File: src/petu_pkg.sv
// petu_pkg: shared types and constants for the per-element envelope tracker.
// No dependencies; used by petu_update and per_element_envelope_tracker_unit.
`default_nettype none

package petu_pkg;

    // fixed field widths
    localparam int CFG_CNT_W  = 11;
    localparam int STEP_W     = 31;
    localparam int APB_DATA_W = 32;
    localparam int APB_ADDR_W = 3;

    localparam logic [CFG_CNT_W-1:0] COUNT_RESET = 11'd1024;

    // register index, taken from paddr[2]
    typedef logic [0:0] t_reg_idx;
    localparam t_reg_idx REG_ELEMENT_COUNT = 1'b0;

    typedef enum logic {
        OP_SAMPLE = 1'b0,
        OP_CLEAR  = 1'b1
    } t_opcode;

endpackage

`default_nettype wire

File: src/petu_update.sv
// petu_update: envelope update for one sample (min, max, peak magnitude, peak step).
// Depends on petu_pkg for the step width.
`default_nettype none

module petu_update #(
    parameter int SAMPLE_BITS = 32
) (
    input  wire logic                            i_seed,
    input  wire logic signed [SAMPLE_BITS-1:0]   i_sample,
    input  wire logic [petu_pkg::STEP_W-1:0]     i_step,
    input  wire logic signed [SAMPLE_BITS-1:0]   i_old_min,
    input  wire logic signed [SAMPLE_BITS-1:0]   i_old_max,
    input  wire logic [SAMPLE_BITS-2:0]          i_old_peak,
    input  wire logic [petu_pkg::STEP_W-1:0]     i_old_pstep,
    output      logic signed [SAMPLE_BITS-1:0]   o_min,
    output      logic signed [SAMPLE_BITS-1:0]   o_max,
    output      logic [SAMPLE_BITS-2:0]          o_peak,
    output      logic [petu_pkg::STEP_W-1:0]     o_pstep
);

    logic [SAMPLE_BITS-1:0] neg;
    logic [SAMPLE_BITS-2:0] mag;
    logic                   is_most_neg;

    // magnitude, most negative value saturates to all ones
    always_comb begin
        neg         = ~i_sample + SAMPLE_BITS'(1);
        is_most_neg = i_sample[SAMPLE_BITS-1] && (i_sample[SAMPLE_BITS-2:0] == '0);
        if (!i_sample[SAMPLE_BITS-1]) begin
            mag = i_sample[SAMPLE_BITS-2:0];
        end else if (is_most_neg) begin
            mag = '1;
        end else begin
            mag = neg[SAMPLE_BITS-2:0];
        end
    end

    always_comb begin
        if (i_seed) begin
            o_min   = i_sample;
            o_max   = i_sample;
            o_peak  = mag;
            o_pstep = i_step;
        end else begin
            o_min   = (i_sample < i_old_min) ? i_sample : i_old_min;
            o_max   = (i_sample > i_old_max) ? i_sample : i_old_max;
            if (mag > i_old_peak) begin
                o_peak  = mag;
                o_pstep = i_step;
            end else begin
                o_peak  = i_old_peak;
                o_pstep = i_old_pstep;
            end
        end
    end

endmodule

`default_nettype wire
File: config.mk
export PLATFORM = sky130hd
export DESIGN_NAME = petu_update
export DESIGN_NICKNAME = d
export VERILOG_FILES = /design/src/petu_pkg.sv /design/src/petu_update.sv
export SDC_FILE = /design/constraint.sdc
export NUM_CORES = 1
export LEC_CHECK = 0
export BUFFER_PORTS_ARGS = -buffer_cell sky130_fd_sc_hd__buf_2
export CAP_MARGIN = 20
export CELL_PAD_IN_SITES_DETAIL_PLACEMENT = 1
export CELL_PAD_IN_SITES_GLOBAL_PLACEMENT = 2
export CORE_ASPECT_RATIO = 0.7
export CORE_MARGIN = 10
export CORE_UTILIZATION = 25
export DETAILED_ROUTE_END_ITERATION = 6
export PLACE_DENSITY = 0.94
export SLEW_MARGIN = 5
export SYNTH_ARGS = -nofsm -noshare
export SYNTH_HDL_FRONTEND = slang
export SYNTH_SLANG_ARGS = --single-unit
File: constraint.sdc
create_clock -name vclk -period 14.6
set_input_delay 2.92 -clock vclk [all_inputs]
set_output_delay 2.92 -clock vclk [all_outputs]
set_load 0.1 [all_outputs]
# Word level (Yosys, flattened, before mapping)
# Index checks and enable logic that the tools add are counted.
# op_classes
n_addsub	1
n_mul	0
div	0
n_lt_le_gt_ge	3
eq_ne	0
shift	0
muxes	10
bitwise_logic	1
n_reduce_logical	2
# op_table
cell	n
two-way mux 31 bit	6
two-way mux 32 bit	4
greater-than comparator 32 bit	1
less-than comparator 32 bit	1
adder 31 x 2 -> 31 bit, second input constant	1
greater-than comparator 31 bit	1
logical NOT 31 bit	1
NOT 31 bit	1
logical AND 1 bit	1
# word_totals
regBits	0
latch_bits	0
mem_bits_rw	0
rom_bits	0
in_bits	190
out_inout_bits	126
wordCells	17
n_memories	0

# Depth between registers and ports, before layout
# Gate-level depths: netlist of the first run.
# depth
depth_word	7
depth_mapped	16
depth_no_buf	14

# Worst setup path after synthesis of the first run
# No wires, ideal clock.
# synth_path
path_kind	in2out
start	input i_sample[7]
end	output o_peak[0]
t_arrival_ns	8.411
t_required_ns	11.680
setup_slack_ns	3.269
path_stages	14
path_buffers	2
cell_sequence	or4_4 -> or4_4 -> buf_6 -> or4_4 -> o41ai_4 -> mux2i_1 -> ha_1 -> a21oi_1 -> nand2_1 -> a221oi_1 -> o21ai_0 -> a31oi_1 -> clkbuf_1 -> mux2i_1
# synth_via
elab_chain_len	7
elab_cells_between_ends	9
classes_between	add/sub (1); order compare (1); mux (4); bitwise (1); reduce/logical (2)
# synth_lines
element	line	rtl
from (decl)	petu_update.sv:9	input wire logic signed [SAMPLE_BITS-1:0] i_sample,
NOT 31 bit or logical NOT 31 bit (tied branches)	petu_update.sv:27, petu_update.sv:28	
adder 31 x 2 -> 31 bit or logical AND 1 bit (tied branches)	petu_update.sv:27, petu_update.sv:28	
two-way mux 31 bit	petu_update.sv:31	end else if (is_most_neg) begin
two-way mux 31 bit (*)	petu_update.sv:29	if (!i_sample[SAMPLE_BITS-1]) begin
greater-than comparator 31 bit	petu_update.sv:47	if (mag > i_old_peak) begin
two-way mux 31 bit	petu_update.sv:47	
two-way mux 31 bit (*)	petu_update.sv:39	if (i_seed) begin
to (decl)	petu_update.sv:17	output logic [SAMPLE_BITS-2:0] o_peak,
# Every way passes the cells marked *; elsewhere a longest branch is shown, timed or not.

# Final worst setup path of the first run
# layout_path
start	input i_sample[1]
end	output o_pstep[15] (netlist bit)
# layout_via
elab_chain_len	7
elab_cells_between_ends	9
classes_between	add/sub (1); order compare (1); mux (4); bitwise (1); reduce/logical (2)
# layout_lines
element	line	rtl
NOT 31 bit or logical NOT 31 bit (tied branches)	petu_update.sv:27, petu_update.sv:28	
adder 31 x 2 -> 31 bit or logical AND 1 bit (tied branches)	petu_update.sv:27, petu_update.sv:28	
two-way mux 31 bit	petu_update.sv:31	
two-way mux 31 bit (*)	petu_update.sv:29	
greater-than comparator 31 bit (*)	petu_update.sv:47	
two-way mux 31 bit (*)	petu_update.sv:47	
two-way mux 31 bit (*)	petu_update.sv:39	
to (decl)	petu_update.sv:18	output logic [petu_pkg::STEP_W-1:0] o_pstep
# Marks and branches as above.

==> results.toml, run 1 <==
[pwr]
p_per_area_mw_per_mm2 = 84.0
irDropWorstVdd_mv = 0.0428
power.leakage_nw = 3.93
finalPower_uw = 629

[place]
numPortBuffers = 316
routabilityCongestion = 0.841
dp_hpwl_um = 27000

[grt]
grt_pass1_wl_um = 46900
grt_usage_pct = 20.4
overflow = 0
grt_pass1_vias = 7737
grt_max_degree = 67
antenna_found_initial = 7

[setup_path]
crit_start = "i_sample[1]"
crit_required_ps = 11680
startpoint_type = "input port"
cp.arrival_ps = 8640
crit_type = "in -> out"
worstSetupEndpointType = "primary output"
path_max_fanout = 42

[final_layout]
layout_commonest_cell = "buf_2"
area_growth_pct = 33.7
ff_latch_area_um2 = 0
drive_gt1_share_pct = 39.2
clkbuf_count = 0
nNetsFinal = 1398
fillers = 2877
nFlopsAndLatches = 0
mostFrequentLayoutCells = "316 x buf_2, 103 x inv_1, 94 x ha_1, 89 x mux2_2, 75 x nand2_1"

[drt]
routed_wl_um = 31800
ant_nets = 0
avgViaCountPerCell = 5.36
vias = 7488
wl_per_cell_um = 22.7
drc = 0
drt-pass1-iter-count = 4
drt_iter0_markers = 349

[die]
dieArea_mm2 = 0.0289
die_x_um = 199
rows = 45
initial_core_util_pct = 25.6
die_h_um = 145
io_pins = 316
core_area_mm2 = 0.0218

[timing]
finalHoldViolCount = 0
fin_crit_ps = 11560
fin_setup_tns_ps = 0
setup_viol = 0
relSlewSlack_pct = 33.3
worst_pin_slew_ps = 992
maxSlewViolCount = 0
rsz0062_at_grt = "false"
period_share_pct = 79.2
fmax_ghz = 0.0865

[yosys]
synth.distinct_cells = 51
synth_cells = 840
synth_nets = 1125
syn-cell-area_mm2 = 0.00560
yosysWarnings = 0
yosysSeqAreaShare_pct = 0
synth_area_per_cell_um2 = 6.67

[worst_hold_path]
hp-class = "in -> out"
hold_end = "o_peak[0]"
whs_path_depth = 4
hold_start = "i_old_peak[0]"

[cts]
cts_hold_buf = 0
cts_setup_buffers = 0
ctsResizeCount = 0

[flow_run]
maxCapViolCount = 0

[status]
run_status = "finished, final reports clean"
==> report_power, final <==
part,switching [mW],internal [mW]
Sequential,0,0
Combinational,0.496,0.134
Clock,0,0.0000000461
Total,0.496,0.134
==> layout make-up <==
type | count | area [µm²] | area share [%]
Tap cell | 282 | 353 | 4.71
Multi-Input combinational cell | 681 | 5060 | 67.5
Timing Repair Buffer | 327 | 1680 | 22.4
Inverter | 103 | 387 | 5.16
Antenna cell | 5 | 12.5 | 0.167
==> cell families after synthesis <==
| group | after synthesis | share of synthesized area [%] |
|---|---|---|
| XOR/XNOR | 21 | 3.28 |
| AO/OA/AOI/OAI | 144 | 15.9 |
| multiplexers | 96 | 19.1 |
| adder cells (fa/ha/maj) | 95 | 21.2 |
| AND/OR/NAND/NOR | 325 | 29.7 |
| buffers and inverters | 159 | 10.8 |
==> synthesized netlist by cell type, types with 10 or more instances <==
| master | number | area (µm²) |
|---|---|---|
| nor3_1 | 38 | 190 |
| o31ai_1 | 10 | 75.1 |
| a21oi_1 | 45 | 225 |
| nand3_1 | 71 | 355 |
| inv_1 | 103 | 387 |
| xor2_1 | 18 | 158 |
| nand4_1 | 53 | 332 |
| clkbuf_1 | 53 | 199 |
| o21ai_0 | 52 | 260 |
| nand2_1 | 75 | 282 |
| mux2_2 | 89 | 1000 |
| nor2_1 | 48 | 180 |
| ha_1 | 95 | 1190 |
==> routing by layer <==
metal	vias to the layer above	global-route usage [%]	part of all wire, %
li1	3603	-	-
met1	3575	26.8	46
met3	28	4.11	7.1
met2	280	33.3	45
met4	2	4.37	1.8
met5	-	0	0.041
==> stage by stage <==
step                      instances  util [%]  worst slack (ps)  area, µm²  hold WS [ps]
after floorplan                 840         -              3270       5600          6310
final                          1398      34.3              3040       7490          6360
after CTS                      1391      34.1              3040       7450          6360
after detailed placement       1391      34.1              3050       7450          6360
after global routing           1397      34.3              2680       7490          6360
after global placement         1391      34.1              3180       7450          6340
==> worst max-delay path: stages <==
cell and delay [ps]:
buf_2 160, inv_1 110, ha_1 170, or3b_2 490, or4_2 590, and4bb_2 370
nand2b_1 420, nand2_1 300, ha_1 280, a21oi_1 140, o21ai_0 100, a221oi_1 390
o21ai_0 220, a31oi_4 660, buf_4 580, mux2_2 400, buf_2 290
==> worst max-delay path by stage <==
stage	cells past startpoint	endpoint	slack, ps
after floorplan	14	o_peak[0]	3270
after global placement	17	o_peak[3]	3180
after detailed placement	17	o_peak[0]	3050
after CTS	17	o_peak[0]	3040
after global routing	16	o_peak[0]	2680
final	17	o_pstep[15]	3040
Power figures use the tool's default switching activity.
==> inputs of run 2 (changes only) <==
- CORE_UTILIZATION: 25 -> 23
- PLACE_DENSITY: 0.94 -> 0.88
- clock period: 14.6 -> 11.3 ns (I/O delays scaled with it)
==> run 2 against run 1 <==
Effect of this change: die area rose by 7.6%; count of clock-buffer cells in the layout did not move; design area rose by 0.67%; wire length fell by 1.6%; global-route usage fell by 1.9 points; hold slack got worse by 1300 ps; power rose by 29%; combinational power rose by 29%; critical path depth did not move; sequential cell count did not move; utilization fell by 2.6 points; worst setup slack got worse by 1900 ps.
==> results.toml, run 2 (synthesis gave the netlist of run 1 again) <==
[grt]
grt_usage_pct = 18.5
grt_max_degree = 67
grt_pass1_vias = 7808
grt_pass1_wl_um = 45700
overflow = 0
antenna_found_initial = 6

[setup_path]
crit_buf_inv = 5
cp.arrival_ps = 7950
worstSetupEndpointType = "primary output"
path_max_fanout = 30
critPathTopFamily = "simple AND/OR/NAND/NOR gates"
cp_slowest_cell = "or4_2"
startpoint_type = "input port"
crit_chain = "buf_2 > inv_1 > ha_1 > or3b_2 > or4_2 > nor4_4 > nor2_1 > mux2i_1 > ha_1 > nand4_1 > inv_1 > a221oi_1 > o21ai_0 > a31oi_4 > buf_4 > mux2_2 > buf_2"
critPathMaxStageDelay_ps = 720
crit_required_ps = 9040
crit_type = "in -> out"

[timing]
setup_viol = 0
fin_crit_ps = 10210
rsz0062_at_grt = "false"
fin_setup_tns_ps = 0
maxSlewViolCount = 0
worst_pin_slew_ps = 973
worst_slack_ps = 1090
relSlewSlack_pct = 34.5
hold_ws_ps = 5070
finalHoldViolCount = 0
fmax_ghz = 0.0980
period_share_pct = 90.3

[final_layout]
fillers = 3095
area_growth_pct = 34.6
layout_commonest_cell = "buf_2"
multi_input_area_mm2 = 0.00506
nNetsFinal = 1398
mostFrequentLayoutCells = "316 x buf_2, 103 x inv_1, 94 x ha_1, 89 x mux2_2, 75 x nand2_1"
final_area_mm2 = 0.00754
nFlopsAndLatches = 0
drive_gt1_share_pct = 39.2
fin_util_pct = 31.7
clkbuf_count = 0
ff_latch_area_um2 = 0

[die]
core_area_mm2 = 0.0238
die_x_um = 207
dieArea_mm2 = 0.0311
die_h_um = 151
rows = 47
io_pins = 316
initial_core_util_pct = 23.5

[pwr]
p_per_area_mw_per_mm2 = 107
irDropWorstVdd_mv = 0.0810
p_seq_share_pct = 0
power.leakage_nw = 3.93
power_switching_uw = 637
switching_share_pct = 78.7
comb_power_share_pct = 100.0
power.internal_uw = 172
p_clk_share_pct = 0

[drt]
drc = 0
ant_nets = 0
drt_iter0_markers = 440
drt-pass1-iter-count = 5
vias = 7429
wl_per_cell_um = 21.8
avgViaCountPerCell = 5.18
routed_wl_um = 31300

[cts]
cts_setup_buffers = 0
cts_hold_buf = 0
ctsResizeCount = 0

[flow_run]
maxCapViolCount = 0

[place]
place_area_mm2 = 0.00750
numPortBuffers = 316
dp_hpwl_um = 26400
dp_slack_ps = 1040
routabilityCongestion = 0.895

[worst_hold_path]
hp-class = "in -> out"

[status]
run_status = "finished, final reports clean"
-- run 2: area by class of cell --
type                       instances  area share [%]
multi-input combinational        681            67.1
antenna                            5           0.166
inverter                         103            5.13
timing repair buffer             327            22.3
tap                              318            5.27
-- run 2: worst paths after layout --
check                 cells after the start          start  slack (ps)    endpoint
worst max-delay path                     17    i_sample[1]        1090  o_peak[20]
worst min-delay path                      4  i_old_peak[0]        5070   o_peak[0]
-- run 2: power groups by stage --
stage            clock [mW]  combinational [mW]  sequential (mW)
3_3_place_gp              0               0.800                0
4_1_cts                   0               0.811                0
2_1_floorplan             0               0.633                0
6_report       0.0000000593               0.810                0
5_1_grt        0.0000000474               0.854                0
3_5_place_dp              0               0.809                0
-- run 2: layer usage --
| layer | track usage (%) | share of wire, % |
|---|---|---|
| met1 | 24.0 | 45 |
| met2 | 31.9 | 46 |
| met3 | 3.46 | 8.0 |
| met4 | 1.89 | 0.87 |
| met5 | 0 | 0.042 |
-- run 2: through the flow --
step / cells / power [mW]
detailed placement: 1427 / 0.809
global route: 1433 / 0.854
global placement: 1427 / 0.800
finish: 1434 / 0.810
floorplan: 840 / 0.633
CTS: 1427 / 0.811
==> inputs of run 3 (changes only) <==
- CAP_MARGIN: 20 -> unset
- PLACE_DENSITY: 0.88 -> unset
- PLACE_DENSITY_LB_ADDON: unset -> 0.15
==> run 3 against run 2 <==
Effect of this change: via count is 3.7% lower; design area is 0.53% lower; critical path depth stayed put; sequential share of layout area stayed put; final cell count is 0.35% lower.
==> results.toml, run 3 (synthesis gave the netlist of run 1 again) <==
[worst_hold_path]
hold_start = "i_old_peak[0]"
whs_path_depth = 4
hold_end = "o_peak[0]"
hp-class = "in -> out"

[setup_path]
cp.arrival_ps = 7830
crit_type = "in -> out"
path_max_fanout = 62
crit_required_ps = 9040
worstSetupEndpointType = "primary output"
startpoint_type = "input port"

[timing]
worst_slack_ps = 1210
period_share_pct = 89.3
maxSlewViolCount = 0
fin_setup_tns_ps = 0
fin_crit_ps = 10090
fmax_ghz = 0.0991
worst_pin_slew_ps = 1250
rsz0062_at_grt = "false"
setup_viol = 0
relSlewSlack_pct = 15.5
finalHoldViolCount = 0

[status]
run_status = "finished, final reports clean"

[pwr]
power.leakage_nw = 3.91
p_per_area_mw_per_mm2 = 107
irDropWorstVdd_mv = 0.0602

[final_layout]
area_growth_pct = 33.9
mostFrequentLayoutCells = "316 x buf_2, 103 x inv_1, 94 x ha_1, 89 x mux2_2, 75 x nand2_1"
fillers = 3113
stdcell_count = 1429
nNetsFinal = 1396
nFlopsAndLatches = 0
clkbuf_count = 0
ff_latch_area_um2 = 0
multi_input_area_mm2 = 0.00506
drive_gt1_share_pct = 39.1
layout_commonest_cell = "buf_2"

[drt]
wl_per_cell_um = 21.0
drc = 0
drt-pass1-iter-count = 5
vias = 7153
routed_wl_um = 30000
ant_nets = 0
avgViaCountPerCell = 5.01
drt_iter0_markers = 453

[cts]
cts_setup_buffers = 0
cts_hold_buf = 0
ctsResizeCount = 0

[grt]
grt_usage_pct = 18.1
overflow = 0
grt_pass1_vias = 7596
grt_max_degree = 67
antenna_found_initial = 2
grt_pass1_wl_um = 45100

[die]
core_area_mm2 = 0.0238
initial_core_util_pct = 23.5
dieArea_mm2 = 0.0311
die_h_um = 151
die_x_um = 207
rows = 47
io_pins = 316

[place]
dp_cells = 1427
dp_hpwl_um = 25100
dp_slack_ps = 1270
routabilityCongestion = 0.815
numPortBuffers = 316

[flow_run]
maxCapViolCount = 0
[run 3: cell types whose count changed in the layout (fill, tap and decap cells not counted)]
cell,change
diode_2,-3
buf_16,-1
clkbuf_2,-1
[run 3: worst max path at each step]
| stage | from | to | cells after the start |
|---|---|---|---|
| 3_5_place_dp | i_sample[1] | o_peak[3] | 17 |
| 2_1_floorplan | i_sample[7] | o_peak[0] | 14 |
| 3_3_place_gp | i_sample[0] | o_peak[21] | 17 |
| 5_1_grt | i_sample[13] | o_peak[30] | 15 |
| 4_1_cts | i_sample[1] | o_peak[30] | 17 |
| 6_report | i_sample[0] | o_peak[28] | 17 |
[run 3: layout make-up]
| cell class | instances | area share, % |
|---|---|---|
| Multi-Input combinational cell | 681 | 67.5 |
| Timing Repair Buffer | 325 | 22.0 |
| Antenna cell | 2 | 0.0667 |
| Inverter | 103 | 5.15 |
| Tap cell | 318 | 5.30 |
[run 3: power breakdown]
| part | switching [mW] | internal, mW |
|---|---|---|
| logic | 0.633 | 0.170 |
| clock network | 0 | 0.0000000237 |
| registers | 0 | 0 |
| total | 0.633 | 0.170 |
[run 3: per-stage QoR]
step	hold WS, ps	utilization, %	instance area (µm²)	total power, mW
finish	5020	31.5	7500	0.804
detailed placement	5020	31.5	7500	0.808
floorplan	4990	-	5600	0.633
global placement	5020	31.5	7500	0.805
CTS	5020	31.5	7500	0.810
global route	5030	31.5	7500	0.852
[run 3: critical path, cell delays in order]
cell,delay [ps]
buf_2,160
inv_1,110
ha_1,170
or3b_2,500
or4_2,610
and4bb_2,370
nand2b_1,420
nand2_1,280
ha_1,280
a21oi_1,130
o21ai_0,100
a221oi_1,560
o21ai_0,270
a31oi_4,200
buf_4,630
mux2_2,290
buf_2,420
[run 3: metal layers]
layer	wire, µm	track usage, %
met1	14600	25.9
met2	13500	29.1
met3	1840	2.47
met4	102	0.909
met5	0	0
